==> src/design/gregorian_date_arithmetic_macros.svh <==
`ifndef GREGORIAN_DATE_ARITHMETIC_MACROS_SVH
`define GREGORIAN_DATE_ARITHMETIC_MACROS_SVH

// Same-cycle implication, clocked on i_clk, off while i_rst_n is low.
`define GDA_ASSERT_IMP(label, pre, post, msg) \
    label: assert property (@(posedge i_clk) disable iff (!i_rst_n) (pre) |-> (post)) \
        else $error(msg);

// Next-cycle implication, clocked on i_clk, off while i_rst_n is low.
`define GDA_ASSERT_NXT(label, pre, post, msg) \
    label: assert property (@(posedge i_clk) disable iff (!i_rst_n) (pre) |=> (post)) \
        else $error(msg);

`endif

==> src/design/gda_pkg.sv <==
package gda_pkg;

    localparam int OFFSET_BITS = 16;
    localparam int YEAR_BITS   = 14;

    // port widths
    localparam int OP_W   = 2;
    localparam int DAY_W  = 5;
    localparam int MON_W  = 4;
    localparam int YEAR_W = 14;
    localparam int OFS_W  = 16;
    localparam int DIFF_W = 24;
    localparam int ST_W   = 2;

    localparam int YEAR_IN_BITS = (YEAR_BITS < YEAR_W) ? YEAR_BITS : YEAR_W;
    localparam int OFS_IN_BITS  = (OFFSET_BITS < OFS_W) ? OFFSET_BITS : OFS_W;

    // working year holds 2^YEAR_BITS itself
    localparam int YW    = YEAR_BITS + 1;
    localparam int QW    = YW - 6;
    localparam int PW    = YW + QW;
    localparam int DN_W  = YEAR_BITS + 9;
    localparam int N_W   = ((DN_W > OFS_IN_BITS) ? DN_W : OFS_IN_BITS) + 2;
    localparam int DF_W  = (DN_W + 1 > DIFF_W) ? DN_W + 1 : DIFF_W;
    localparam int REM_W = 9;
    localparam int KY_W  = YW;
    localparam int EP_W  = DN_W + KY_W;

    // floor(2^YW / 100): quotient estimate low by at most one
    localparam int R100 = (1 << YW) / 100;
    localparam longint YMAX = longint'(1) << YEAR_BITS;
    localparam longint LAST_DN = 365 * YMAX + (YMAX + 3) / 4 - (YMAX + 99) / 100
                                 + (YMAX + 399) / 400;
    // day number to year estimate, 400 / 146097 scaled by 2^DN_W
    localparam longint KY = ((longint'(1) << DN_W) * 400) / 146097;

    localparam logic [OP_W-1:0] OP_VALIDATE = 2'd0;
    localparam logic [OP_W-1:0] OP_ADD      = 2'd1;
    localparam logic [OP_W-1:0] OP_SUB      = 2'd2;
    localparam logic [OP_W-1:0] OP_DIFF     = 2'd3;

    localparam logic [ST_W-1:0] ST_OK    = 2'd0;
    localparam logic [ST_W-1:0] ST_INV   = 2'd1;
    localparam logic [ST_W-1:0] ST_RANGE = 2'd2;

    typedef enum logic [3:0] {
        UOP_NONE,
        UOP_LOAD,
        UOP_MUL,
        UOP_FIX,
        UOP_YS,
        UOP_DN1,
        UOP_DN2,
        UOP_OFS,
        UOP_EMUL,
        UOP_EST,
        UOP_DEC,
        UOP_BASE_INC,
        UOP_FINAL,
        UOP_WALK,
        UOP_PUSH
    } t_uop;

    typedef enum logic [2:0] {
        K_VALID,
        K_INV,
        K_DIFF,
        K_RANGE,
        K_DATE
    } t_kind;

    typedef struct packed {
        t_uop  uop;
        t_kind kind;
    } t_cmd;

    typedef struct packed {
        logic [OP_W-1:0] op;
        logic            valid1;
        logic            valid2;
        logic            ys_gt_n;
        logic            out_of_range;
        logic            walk_done;
    } t_stat;

    function automatic logic [DAY_W-1:0] month_days(input logic [MON_W-1:0] m,
                                                    input logic leap);
        logic [DAY_W-1:0] len;
        case (m)
            4'd2:    len = leap ? 5'd29 : 5'd28;
            4'd4:    len = 5'd30;
            4'd6:    len = 5'd30;
            4'd9:    len = 5'd30;
            4'd11:   len = 5'd30;
            default: len = 5'd31;
        endcase
        return len;
    endfunction

    function automatic logic [REM_W-1:0] days_before(input logic [MON_W-1:0] m);
        logic [REM_W-1:0] n;
        case (m)
            4'd2:    n = 9'd31;
            4'd3:    n = 9'd59;
            4'd4:    n = 9'd90;
            4'd5:    n = 9'd120;
            4'd6:    n = 9'd151;
            4'd7:    n = 9'd181;
            4'd8:    n = 9'd212;
            4'd9:    n = 9'd243;
            4'd10:   n = 9'd273;
            4'd11:   n = 9'd304;
            4'd12:   n = 9'd334;
            default: n = 9'd0;
        endcase
        return n;
    endfunction

    function automatic logic date_ok(input logic [DAY_W-1:0] d, input logic [MON_W-1:0] m,
                                     input logic leap);
        return (m >= 4'd1) && (m <= 4'd12) && (d >= 5'd1) && (d <= month_days(m, leap));
    endfunction

endpackage

==> src/design/gda_dp.sv <==
module gda_dp (
    input  logic                           i_clk,
    input  gda_pkg::t_cmd                  i_cmd,
    input  logic [gda_pkg::OP_W-1:0]       i_opcode,
    input  logic [gda_pkg::DAY_W-1:0]      i_day,
    input  logic [gda_pkg::MON_W-1:0]      i_month,
    input  logic [gda_pkg::YEAR_W-1:0]     i_year,
    input  logic [gda_pkg::DAY_W-1:0]      i_other_day,
    input  logic [gda_pkg::MON_W-1:0]      i_other_month,
    input  logic [gda_pkg::YEAR_W-1:0]     i_other_year,
    input  logic [gda_pkg::OFS_W-1:0]      i_offset_days,
    output gda_pkg::t_stat                 o_stat,
    output logic [gda_pkg::DAY_W-1:0]      o_res_day,
    output logic [gda_pkg::MON_W-1:0]      o_res_month,
    output logic [gda_pkg::YEAR_W-1:0]     o_res_year,
    output logic signed [gda_pkg::DIFF_W-1:0] o_day_difference,
    output logic [gda_pkg::ST_W-1:0]       o_status
);

    localparam int YW    = gda_pkg::YW;
    localparam int QW    = gda_pkg::QW;
    localparam int PW    = gda_pkg::PW;
    localparam int DN_W  = gda_pkg::DN_W;
    localparam int N_W   = gda_pkg::N_W;
    localparam int DF_W  = gda_pkg::DF_W;
    localparam int REM_W = gda_pkg::REM_W;
    localparam int KY_W  = gda_pkg::KY_W;
    localparam int EP_W  = gda_pkg::EP_W;
    localparam int YB    = gda_pkg::YEAR_BITS;
    localparam int YIB   = gda_pkg::YEAR_IN_BITS;
    localparam int OIB   = gda_pkg::OFS_IN_BITS;
    localparam logic signed [DF_W-1:0] DMAX = DF_W'(8388607);
    localparam logic signed [DF_W-1:0] DMIN = DF_W'(-8388608);

    logic [gda_pkg::OP_W-1:0]  r_op;
    logic [gda_pkg::DAY_W-1:0] r_d1, r_d2;
    logic [gda_pkg::MON_W-1:0] r_m1, r_m2;
    logic [YB-1:0]             r_y1, r_y2;
    logic [OIB-1:0]            r_off;
    logic [YW-1:0]             r_y;
    logic [PW-1:0]             r_prod;
    logic [DN_W-1:0]           r_y365;
    logic [YW-2:0]             r_y4;
    logic [QW-1:0]             r_q;
    logic                      r_leap;
    logic [DN_W-1:0]           r_ys;
    logic [DN_W-1:0]           r_acc;
    logic signed [gda_pkg::DIFF_W-1:0] r_diff;
    logic signed [N_W-1:0]     r_n;
    logic [EP_W-1:0]           r_eprod;
    logic [DN_W-1:0]           r_base;
    logic                      r_bleap;
    logic [REM_W-1:0]          r_rem;
    logic [gda_pkg::MON_W-1:0] r_mm;

    logic [gda_pkg::DAY_W-1:0]  r_res_day;
    logic [gda_pkg::MON_W-1:0]  r_res_month;
    logic [gda_pkg::YEAR_W-1:0] r_res_year;
    logic signed [gda_pkg::DIFF_W-1:0] r_res_diff;
    logic [gda_pkg::ST_W-1:0]   r_res_status;

    logic [YW-1:0]             w_x;
    logic [QW-1:0]             w_q_est;
    logic [YW-1:0]             w_r;
    logic [7:0]                w_r8;
    logic                      w_geq;
    logic [QW-1:0]             w_q_fix;
    logic [6:0]                w_r100;
    logic                      w_leap;
    logic [gda_pkg::DAY_W-1:0] w_d_sel;
    logic [gda_pkg::MON_W-1:0] w_m_sel;
    logic [DN_W-1:0]           w_dn;
    logic signed [DF_W-1:0]    w_dif;
    logic signed [DF_W-1:0]    w_sat;
    logic [KY_W-1:0]           w_est;

    // (y + 99) / 100 by reciprocal; the estimate is fixed up by one compare
    assign w_x     = r_y + YW'(99);
    assign w_q_est = r_prod[PW-1:YW];
    assign w_r     = w_x - YW'(w_q_est) * YW'(100);
    assign w_r8    = w_r[7:0];
    assign w_geq   = w_r8 >= 8'd100;
    assign w_q_fix = w_q_est + QW'(w_geq);
    assign w_r100  = w_geq ? 7'(w_r8 - 8'd100) : w_r8[6:0];
    // y mod 100 == 0 exactly when (y + 99) mod 100 == 99
    assign w_leap  = (r_y[1:0] == 2'b00) && ((w_r100 != 7'd99) || (w_q_fix[1:0] == 2'b00));

    assign w_d_sel = (i_cmd.uop == gda_pkg::UOP_DN2) ? r_d2 : r_d1;
    assign w_m_sel = (i_cmd.uop == gda_pkg::UOP_DN2) ? r_m2 : r_m1;
    assign w_dn    = r_ys + DN_W'(gda_pkg::days_before(w_m_sel)) + DN_W'(w_d_sel) - DN_W'(1)
                     + DN_W'((w_m_sel > 4'd2) && r_leap);

    assign w_dif = $signed(DF_W'(r_acc)) - $signed(DF_W'(w_dn));
    assign w_sat = (w_dif > DMAX) ? DMAX : ((w_dif < DMIN) ? DMIN : w_dif);

    assign w_est = r_eprod[EP_W-1:DN_W];

    always_ff @(posedge i_clk) begin
        case (i_cmd.uop)
            gda_pkg::UOP_LOAD: begin
                r_op  <= i_opcode;
                r_d1  <= i_day;
                r_m1  <= i_month;
                r_y1  <= YB'(i_year[YIB-1:0]);
                r_d2  <= i_other_day;
                r_m2  <= i_other_month;
                r_y2  <= YB'(i_other_year[YIB-1:0]);
                r_off <= i_offset_days[OIB-1:0];
                r_y   <= YW'(i_year[YIB-1:0]);
            end
            gda_pkg::UOP_MUL: begin
                r_prod <= PW'(w_x) * PW'(gda_pkg::R100);
                r_y365 <= DN_W'(r_y) * DN_W'(365);
                r_y4   <= (YW-1)'((r_y + YW'(3)) >> 2);
            end
            gda_pkg::UOP_FIX: begin
                r_q    <= w_q_fix;
                r_leap <= w_leap;
            end
            gda_pkg::UOP_YS: begin
                r_ys <= r_y365 + DN_W'(r_y4) - DN_W'(r_q)
                        + DN_W'((DN_W'(r_q) + DN_W'(3)) >> 2);
            end
            gda_pkg::UOP_DN1: begin
                r_acc <= w_dn;
                r_y   <= YW'(r_y2);
            end
            gda_pkg::UOP_DN2: begin
                r_diff <= w_sat[gda_pkg::DIFF_W-1:0];
            end
            gda_pkg::UOP_OFS: begin
                if (r_op == gda_pkg::OP_ADD) begin
                    r_n <= N_W'(r_acc) + N_W'(r_off);
                end else begin
                    r_n <= N_W'(r_acc) - N_W'(r_off);
                end
            end
            gda_pkg::UOP_EMUL: begin
                r_eprod <= EP_W'(r_n[DN_W-1:0]) * EP_W'(gda_pkg::KY);
            end
            gda_pkg::UOP_EST: begin
                r_y <= (w_est > YW'(gda_pkg::YMAX)) ? YW'(gda_pkg::YMAX) : w_est;
            end
            gda_pkg::UOP_DEC: begin
                r_y <= r_y - YW'(1);
            end
            gda_pkg::UOP_BASE_INC: begin
                r_base  <= r_ys;
                r_bleap <= r_leap;
                r_y     <= r_y + YW'(1);
            end
            gda_pkg::UOP_FINAL: begin
                r_y   <= r_y - YW'(1);
                r_rem <= REM_W'(r_n[DN_W-1:0] - r_base);
                r_mm  <= 4'd1;
            end
            gda_pkg::UOP_WALK: begin
                r_rem <= r_rem - REM_W'(gda_pkg::month_days(r_mm, r_bleap));
                r_mm  <= r_mm + 4'd1;
            end
            gda_pkg::UOP_PUSH: begin
                r_res_day    <= '0;
                r_res_month  <= '0;
                r_res_year   <= '0;
                r_res_diff   <= '0;
                r_res_status <= gda_pkg::ST_OK;
                case (i_cmd.kind)
                    gda_pkg::K_VALID: begin
                        r_res_day   <= r_d1;
                        r_res_month <= r_m1;
                        r_res_year  <= gda_pkg::YEAR_W'(r_y1);
                    end
                    gda_pkg::K_INV: begin
                        r_res_status <= gda_pkg::ST_INV;
                    end
                    gda_pkg::K_DIFF: begin
                        r_res_diff <= r_diff;
                    end
                    gda_pkg::K_RANGE: begin
                        r_res_status <= gda_pkg::ST_RANGE;
                    end
                    gda_pkg::K_DATE: begin
                        r_res_day   <= gda_pkg::DAY_W'(r_rem + REM_W'(1));
                        r_res_month <= r_mm;
                        r_res_year  <= gda_pkg::YEAR_W'(r_y);
                    end
                    default: begin
                        r_res_status <= gda_pkg::ST_INV;
                    end
                endcase
            end
            default: begin
            end
        endcase
    end

    always_comb begin
        o_stat.op           = r_op;
        o_stat.valid1       = gda_pkg::date_ok(r_d1, r_m1, r_leap);
        o_stat.valid2       = gda_pkg::date_ok(r_d2, r_m2, r_leap);
        o_stat.ys_gt_n      = r_ys > r_n[DN_W-1:0];
        o_stat.out_of_range = r_n[N_W-1] || ($unsigned(r_n) >= N_W'(gda_pkg::LAST_DN));
        o_stat.walk_done    = (r_mm == 4'd12)
                              || (r_rem < REM_W'(gda_pkg::month_days(r_mm, r_bleap)));
    end

    assign o_res_day        = r_res_day;
    assign o_res_month      = r_res_month;
    assign o_res_year       = r_res_year;
    assign o_day_difference = r_res_diff;
    assign o_status         = r_res_status;

endmodule

==> src/design/gda_ctrl.sv <==
module gda_ctrl (
    input  logic           i_clk,
    input  logic           i_rst_n,
    input  logic           i_valid,
    output logic           o_ready,
    output logic           o_valid,
    input  logic           i_ready,
    input  gda_pkg::t_stat i_stat,
    output gda_pkg::t_cmd  o_cmd
);

    typedef enum logic [3:0] {
        S_IDLE,
        S_MUL,
        S_FIX,
        S_YS,
        S_DN1,
        S_DN2,
        S_OFS,
        S_RNG,
        S_EST,
        S_CMP,
        S_WALK,
        S_OUT
    } t_state;

    // what the current year-start computation is for
    typedef enum logic [1:0] {
        PH_D1,
        PH_D2,
        PH_DOWN,
        PH_UP
    } t_phase;

    t_state         r_state, n_state;
    t_phase         r_phase, n_phase;
    gda_pkg::t_kind r_kind, n_kind;
    logic           r_o_valid, n_o_valid;

    always_comb begin
        n_state       = r_state;
        n_phase       = r_phase;
        n_kind        = r_kind;
        o_cmd.uop     = gda_pkg::UOP_NONE;
        o_cmd.kind    = r_kind;
        case (r_state)
            S_IDLE: begin
                if (i_valid) begin
                    o_cmd.uop = gda_pkg::UOP_LOAD;
                    n_phase   = PH_D1;
                    n_state   = S_MUL;
                end
            end
            S_MUL: begin
                o_cmd.uop = gda_pkg::UOP_MUL;
                n_state   = S_FIX;
            end
            S_FIX: begin
                o_cmd.uop = gda_pkg::UOP_FIX;
                n_state   = S_YS;
            end
            S_YS: begin
                o_cmd.uop = gda_pkg::UOP_YS;
                case (r_phase)
                    PH_D1:   n_state = S_DN1;
                    PH_D2:   n_state = S_DN2;
                    default: n_state = S_CMP;
                endcase
            end
            S_DN1: begin
                if (!i_stat.valid1) begin
                    n_kind  = gda_pkg::K_INV;
                    n_state = S_OUT;
                end else if (i_stat.op == gda_pkg::OP_VALIDATE) begin
                    n_kind  = gda_pkg::K_VALID;
                    n_state = S_OUT;
                end else if (i_stat.op == gda_pkg::OP_DIFF) begin
                    o_cmd.uop = gda_pkg::UOP_DN1;
                    n_phase   = PH_D2;
                    n_state   = S_MUL;
                end else begin
                    o_cmd.uop = gda_pkg::UOP_DN1;
                    n_state   = S_OFS;
                end
            end
            S_DN2: begin
                if (!i_stat.valid2) begin
                    n_kind = gda_pkg::K_INV;
                end else begin
                    o_cmd.uop = gda_pkg::UOP_DN2;
                    n_kind    = gda_pkg::K_DIFF;
                end
                n_state = S_OUT;
            end
            S_OFS: begin
                o_cmd.uop = gda_pkg::UOP_OFS;
                n_state   = S_RNG;
            end
            S_RNG: begin
                if (i_stat.out_of_range) begin
                    n_kind  = gda_pkg::K_RANGE;
                    n_state = S_OUT;
                end else begin
                    o_cmd.uop = gda_pkg::UOP_EMUL;
                    n_state   = S_EST;
                end
            end
            S_EST: begin
                o_cmd.uop = gda_pkg::UOP_EST;
                n_phase   = PH_DOWN;
                n_state   = S_MUL;
            end
            S_CMP: begin
                // walk down until the year starts at or before n, then up past it
                if (i_stat.ys_gt_n) begin
                    if (r_phase == PH_DOWN) begin
                        o_cmd.uop = gda_pkg::UOP_DEC;
                        n_state   = S_MUL;
                    end else begin
                        o_cmd.uop = gda_pkg::UOP_FINAL;
                        n_state   = S_WALK;
                    end
                end else begin
                    o_cmd.uop = gda_pkg::UOP_BASE_INC;
                    n_phase   = PH_UP;
                    n_state   = S_MUL;
                end
            end
            S_WALK: begin
                if (i_stat.walk_done) begin
                    n_kind  = gda_pkg::K_DATE;
                    n_state = S_OUT;
                end else begin
                    o_cmd.uop = gda_pkg::UOP_WALK;
                end
            end
            S_OUT: begin
                if (!r_o_valid || i_ready) begin
                    o_cmd.uop = gda_pkg::UOP_PUSH;
                    n_state   = S_IDLE;
                end
            end
            default: begin
                n_state = S_IDLE;
            end
        endcase
    end

    always_comb begin
        if (o_cmd.uop == gda_pkg::UOP_PUSH) begin
            n_o_valid = 1'b1;
        end else if (i_ready) begin
            n_o_valid = 1'b0;
        end else begin
            n_o_valid = r_o_valid;
        end
    end

    always_ff @(posedge i_clk) begin
        if (!i_rst_n) begin
            r_state   <= S_IDLE;
            r_phase   <= PH_D1;
            r_kind    <= gda_pkg::K_INV;
            r_o_valid <= 1'b0;
        end else begin
            r_state   <= n_state;
            r_phase   <= n_phase;
            r_kind    <= n_kind;
            r_o_valid <= n_o_valid;
        end
    end

    assign o_ready = (r_state == S_IDLE);
    assign o_valid = r_o_valid;

endmodule

==> src/design/gregorian_date_arithmetic.sv <==
// Validate checks the first date; difference also converts the second date;
// add/subtract makes P year probes of the year-start unit, then walks W months,
// one per cycle, up to 11.
// One word at a time: the next input word is taken the cycle after the result
// enters the output register, which holds it until taken.
// Reset: synchronous, active low; clears the sequencer and output valid only.
`include "gregorian_date_arithmetic_macros.svh"

module gregorian_date_arithmetic (
    input  logic                              i_clk,
    input  logic                              i_rst_n,
    input  logic                              i_valid,
    output logic                              o_ready,
    input  logic [gda_pkg::OP_W-1:0]          i_opcode,
    input  logic [gda_pkg::DAY_W-1:0]         i_day,
    input  logic [gda_pkg::MON_W-1:0]         i_month,
    input  logic [gda_pkg::YEAR_W-1:0]        i_year,
    input  logic [gda_pkg::DAY_W-1:0]         i_other_day,
    input  logic [gda_pkg::MON_W-1:0]         i_other_month,
    input  logic [gda_pkg::YEAR_W-1:0]        i_other_year,
    input  logic [gda_pkg::OFS_W-1:0]         i_offset_days,
    output logic                              o_valid,
    input  logic                              i_ready,
    output logic [gda_pkg::DAY_W-1:0]         o_res_day,
    output logic [gda_pkg::MON_W-1:0]         o_res_month,
    output logic [gda_pkg::YEAR_W-1:0]        o_res_year,
    output logic signed [gda_pkg::DIFF_W-1:0] o_day_difference,
    output logic [gda_pkg::ST_W-1:0]          o_status
);

    gda_pkg::t_cmd  w_cmd;
    gda_pkg::t_stat w_stat;

    gda_ctrl u_ctrl (
        .i_clk   (i_clk),
        .i_rst_n (i_rst_n),
        .i_valid (i_valid),
        .o_ready (o_ready),
        .o_valid (o_valid),
        .i_ready (i_ready),
        .i_stat  (w_stat),
        .o_cmd   (w_cmd)
    );

    gda_dp u_dp (
        .i_clk            (i_clk),
        .i_cmd            (w_cmd),
        .i_opcode         (i_opcode),
        .i_day            (i_day),
        .i_month          (i_month),
        .i_year           (i_year),
        .i_other_day      (i_other_day),
        .i_other_month    (i_other_month),
        .i_other_year     (i_other_year),
        .i_offset_days    (i_offset_days),
        .o_stat           (w_stat),
        .o_res_day        (o_res_day),
        .o_res_month      (o_res_month),
        .o_res_year       (o_res_year),
        .o_day_difference (o_day_difference),
        .o_status         (o_status)
    );

    `GDA_ASSERT_IMP(a_push_when_free, w_cmd.uop == gda_pkg::UOP_PUSH, !o_valid || i_ready, "result pushed over a word not yet taken")
    `GDA_ASSERT_NXT(a_busy_after_accept, i_valid && o_ready, !o_ready, "input still ready right after accept")
    `GDA_ASSERT_IMP(a_fail_fields_zero, o_valid && (o_status != gda_pkg::ST_OK), (o_day_difference == '0) && (o_res_day == '0) && (o_res_month == '0) && (o_res_year == '0), "failed result carries nonzero fields")
    `GDA_ASSERT_IMP(a_date_result_shape, o_valid && (o_status == gda_pkg::ST_OK) && (o_res_month != '0), (o_day_difference == '0) && (o_res_day != '0) && (o_res_month <= 4'd12), "date result malformed")

endmodule
==> config.mk <==
export PLATFORM = sky130hd
export DESIGN_NAME = gregorian_date_arithmetic
export DESIGN_NICKNAME = d
export VERILOG_FILES = /design/src/design/gda_pkg.sv /design/src/design/gda_dp.sv /design/src/design/gda_ctrl.sv /design/src/design/gregorian_date_arithmetic.sv
export VERILOG_INCLUDE_DIRS = /design/src /design/src/design
export SDC_FILE = /design/constraint.sdc
export NUM_CORES = 2
export LEC_CHECK = 0
export ABC_AREA = 1
export BUFFER_PORTS_ARGS = -buffer_cell sky130_fd_sc_hd__clkbuf_2
export CORE_UTILIZATION = 45
export DETAILED_ROUTE_END_ITERATION = 16
export GPL_ROUTABILITY_DRIVEN = 1
export PLACE_DENSITY = 0.66
export RECOVER_POWER = 100
export SLEW_MARGIN = 25
export SYNTH_ARGS = -nofsm -noshare
export SYNTH_HDL_FRONTEND = slang
export SYNTH_SLANG_ARGS = --single-unit
export TNS_END_PERCENT = 100
==> constraint.sdc <==
create_clock -name i_clk -period 12.1 [get_ports i_clk]
set_input_delay 0.605 -clock i_clk [delete_from_list [all_inputs] [get_ports i_clk]]
set_output_delay 0.605 -clock i_clk [all_outputs]
set_load 0.02 [all_outputs]
==> out/results.ini <==
[setup_path]
critPathKind = register to register
reg2reg_slack_ns = 3.88
worstPathArrival_ns = 8.53
critPathBufInv = 6
slowest_delay_ns = 1.04
crit_top_cell = nand2_1
setup.worst_path.start_class = register
ff2ff_path_depth = 37
cp-end-kind = register
r2r-start = u_dp.r_m2[3]$_DFFE_PP_
regToRegEndpoint = u_dp.r_diff[23]$_SDFFCE_PN0N_
crit_required_ns = 12.40
crit_slowest_cell = o21ai_0
crit_family = adder cells
cp_max_fo = 34

[sta]
rsz0062_at_grt = no
tightest_slew_ns = 3.06
finalCritPeriodShare_pct = 67.9
setup_viol = 0
finalCriticalPeriod_ns = 8.22
tns_ns = 0
slew_viol_final = 229
relSlewSlack_pct = -104
worst_clock_skew_ns = 0.0216
fmax_mhz = 122
hold_viol_final = 0

[outcome]
status = finished, violations left
violations = design-rule violations, max-capacitance violations, max-slew violations

[synthesis]
synth_common_cells = 791 x inv_1, 546 x nand2_1, 513 x ha_1, 316 x edfxtp_1, 266 x fa_1
netlist.area_leader.share_pct = 28.4
async_flop_share_pct = 0
synthCells = 3643
synth_warnings = 0
synth_ff_type = edfxtp_1
yosys-top-cells-area = edfxtp_1 28%, ha_1 19%, fa_1 16%
ys_types = 63
synth_nets = 4490
ys_ff_latch = 326
synthesis.area_sq_um = 33500
synth_top_area_cell = edfxtp_1
syn_area_per_cell_sq_um = 9.18
synth.most_common_cell = inv_1
synth-edff-count = 316
seq_area_frac_synth_pct = 29.0

[cells_and_area]
syn2layout_area_growth_pct = 8.61
fill_cells = 6921
drive_gt1_share_pct = 4.48
stdcell_area_sq_um = 36300
num-nets-final = 4635
antenna_cells = 0

[clocking]
post_cts_buffers = 0
cts_buffers = 39
clk_pin_slew_ns = 0.06
cts-root-buf = clkbuf_16
clockBufferDepth = 3
cts_resized = 0
cts_tree = built
clock_latency_ns = 0.57
holdBufCountCts = 0
cts.sinks = 326
h-tree-depth = 2

[placed_design]
place_area_sq_um = 35300
post-dp-hpwl_um = 67500
io_buffers = 118
gp_congestion = 0.925

[power]
ir_drop_uv = 426
p_leak_nw = 17.7
power_frac_comb_pct = 63.1
p_clk_share_pct = 14.9
power_density_nw_per_um2 = 223
power_switching_share_pct = 45.2
internal-power_w = 0.00444
seqPwrFrac_pct = 22.0
power_switching_w = 0.00366

[job]
maxCapViolCount = 6

[global_route]
grt_overflow = 0
antenna_found_initial = 0
grt_max_degree = 50
grt_usage_pct = 22.0
grt_pass1_wl_um = 129000
grt_pass1_vias = 24065

[floorplanning]
die_h_um = 275
coreArea_sq_um = 73200
die_x_um = 275
dieArea_sq_um = 75400
rows = 99
start_util_pct = 45.7
pin_count = 119

[routing]
drtAntennaViolNets = 0
drt_iter0_markers = 1477
drc_errors = 10
routedWlPerCell_um = 16.8
vias_per_cell = 5.10
via_count = 24364
first_pass_iters = 11
wl_um = 80500

[worst_hold_path]
hp-class = input pin to register
whs_path_depth = 1
hold_end = u_dp.r_y2[7]$_DFFE_PP_
worstHoldStart = i_other_year[7]

## metrics by stage
step                worst slack [ns]  cells  hold slack (ns)  total power [W]  util [%]
finish                          3.88   4776            0.213          0.00810      49.6
global route                    3.00   4776            0.192          0.00899      49.6
CTS                             4.59   4776            0.179          0.00818      49.9
detailed placement              4.59   4706            0.473          0.00693      48.2
global placement                4.76   4705            0.473          0.00686      48.2
floorplan                       5.65   3643            0.426          0.00586         -
## cell type report
cell class | instances | area (sq um) | area share, %
Timing Repair Buffer | 130 | 552 | 1.52
Clock inverter | 20 | 220 | 0.606
Tap cell | 959 | 1200 | 3.30
Multi-Input combinational cell | 2482 | 20600 | 56.6
Inverter | 809 | 3040 | 8.36
Clock buffer | 50 | 1070 | 2.94
Sequential cell | 326 | 9690 | 26.7
## layer usage
metal / routed length, um / share of wire [%] / vias to the layer above / GRT usage, %
li1: - / - / 12204 / -
met1: 37300 / 46 / 11453 / 30.4
met2: 37200 / 46 / 594 / 36.3
met3: 3620 / 4.5 / 113 / 2.26
met4: 2340 / 2.9 / 0 / 6.43
met5: 0 / 0 / - / 0
## layout by cell type (no fill, tap or decap), types with 5 or more instances in the layout
| cell type | n |
|---|---|
| inv_1 | 797 |
| nand2_1 | 552 |
| ha_1 | 513 |
| edfxtp_1 | 316 |
| fa_1 | 266 |
| nor2_1 | 210 |
| a21oi_1 | 206 |
| o21ai_0 | 140 |
| xor2_1 | 135 |
| nand3_1 | 133 |
| clkbuf_1 | 91 |
| clkbuf_2 | 45 |
| clkbuf_16 | 41 |
| nand4_1 | 40 |
| nor3_1 | 36 |
| xnor2_1 | 33 |
| a31oi_1 | 17 |
| nand3_2 | 15 |
| a21o_1 | 15 |
| nor4_1 | 13 |
| o21bai_1 | 12 |
| o211ai_1 | 10 |
| a211oi_1 | 10 |
| dfxtp_1 | 10 |
| nand2_2 | 9 |
| inv_2 | 9 |
| o22ai_1 | 9 |
| o2111ai_1 | 9 |
| nor2_2 | 8 |
| clkinv_1 | 8 |
| or2_2 | 8 |
| o21a_1 | 8 |
| o31ai_1 | 8 |
| a21boi_0 | 6 |
| a221oi_1 | 6 |
| and3_1 | 5 |
| nor3b_1 | 5 |
| mux2i_1 | 5 |
| a31o_2 | 5 |
## kinds of logic (layout without fill, tap and decap cells)
| kind of cell | after synthesis | count (layout) | synth area share, % |
|---|---|---|---|
| buffers and inverters | 835 | 1009 | 9.43 |
| AND/OR/NAND/NOR | 1045 | 1045 | 13.6 |
| XOR/XNOR | 168 | 168 | 4.40 |
| AO/OA/AOI/OAI | 485 | 485 | 8.41 |
| flip-flops | 326 | 326 | 29.0 |
| multiplexers | 5 | 5 | 0.150 |
| adder cells (fa/ha/maj) | 779 | 779 | 35.1 |
## power by group through the flow
stage	Combinational (W)	Sequential (W)	Clock, W
finish	0.00511	0.00178	0.00121
global route	0.00592	0.00179	0.00127
CTS	0.00517	0.00177	0.00123
detailed placement	0.00513	0.00180	0
global placement	0.00507	0.00179	0
floorplan	0.00410	0.00176	0
## sequential cells by signal, summed over array words and instances, names as in the netlist, 15 cells and up
name	flops
u_dp.r_diff	24
u_dp.r_eprod	15
u_dp.r_off	16
u_dp.r_y365	23
u_dp.r_acc	23
u_dp.r_y	15
u_dp.r_n	25
u_dp.o_day_difference	24
u_dp.r_ys	23
## worst max-delay path by stage
stage / from / end / depth (start not counted) / slack (ns)
floorplan: u_dp.r_m2[2]$_DFFE_PP_ / u_dp.r_diff[21]$_SDFFCE_PN1N_ / 41 / 5.65
global placement: u_dp.r_m2[2]$_DFFE_PP_ / u_dp.r_diff[20]$_SDFFCE_PN1N_ / 41 / 4.76
detailed placement: u_dp.r_m2[3]$_DFFE_PP_ / u_dp.r_diff[21]$_SDFFCE_PN1N_ / 41 / 4.59
CTS: u_dp.r_m2[3]$_DFFE_PP_ / u_dp.r_diff[21]$_SDFFCE_PN1N_ / 41 / 4.59
global route: u_dp.r_m2[3]$_DFFE_PP_ / u_dp.r_diff[23]$_SDFFCE_PN0N_ / 35 / 3.00
finish: u_dp.r_m2[3]$_DFFE_PP_ / u_dp.r_diff[23]$_SDFFCE_PN0N_ / 37 / 3.88
Power figures use the tool's default switching activity.
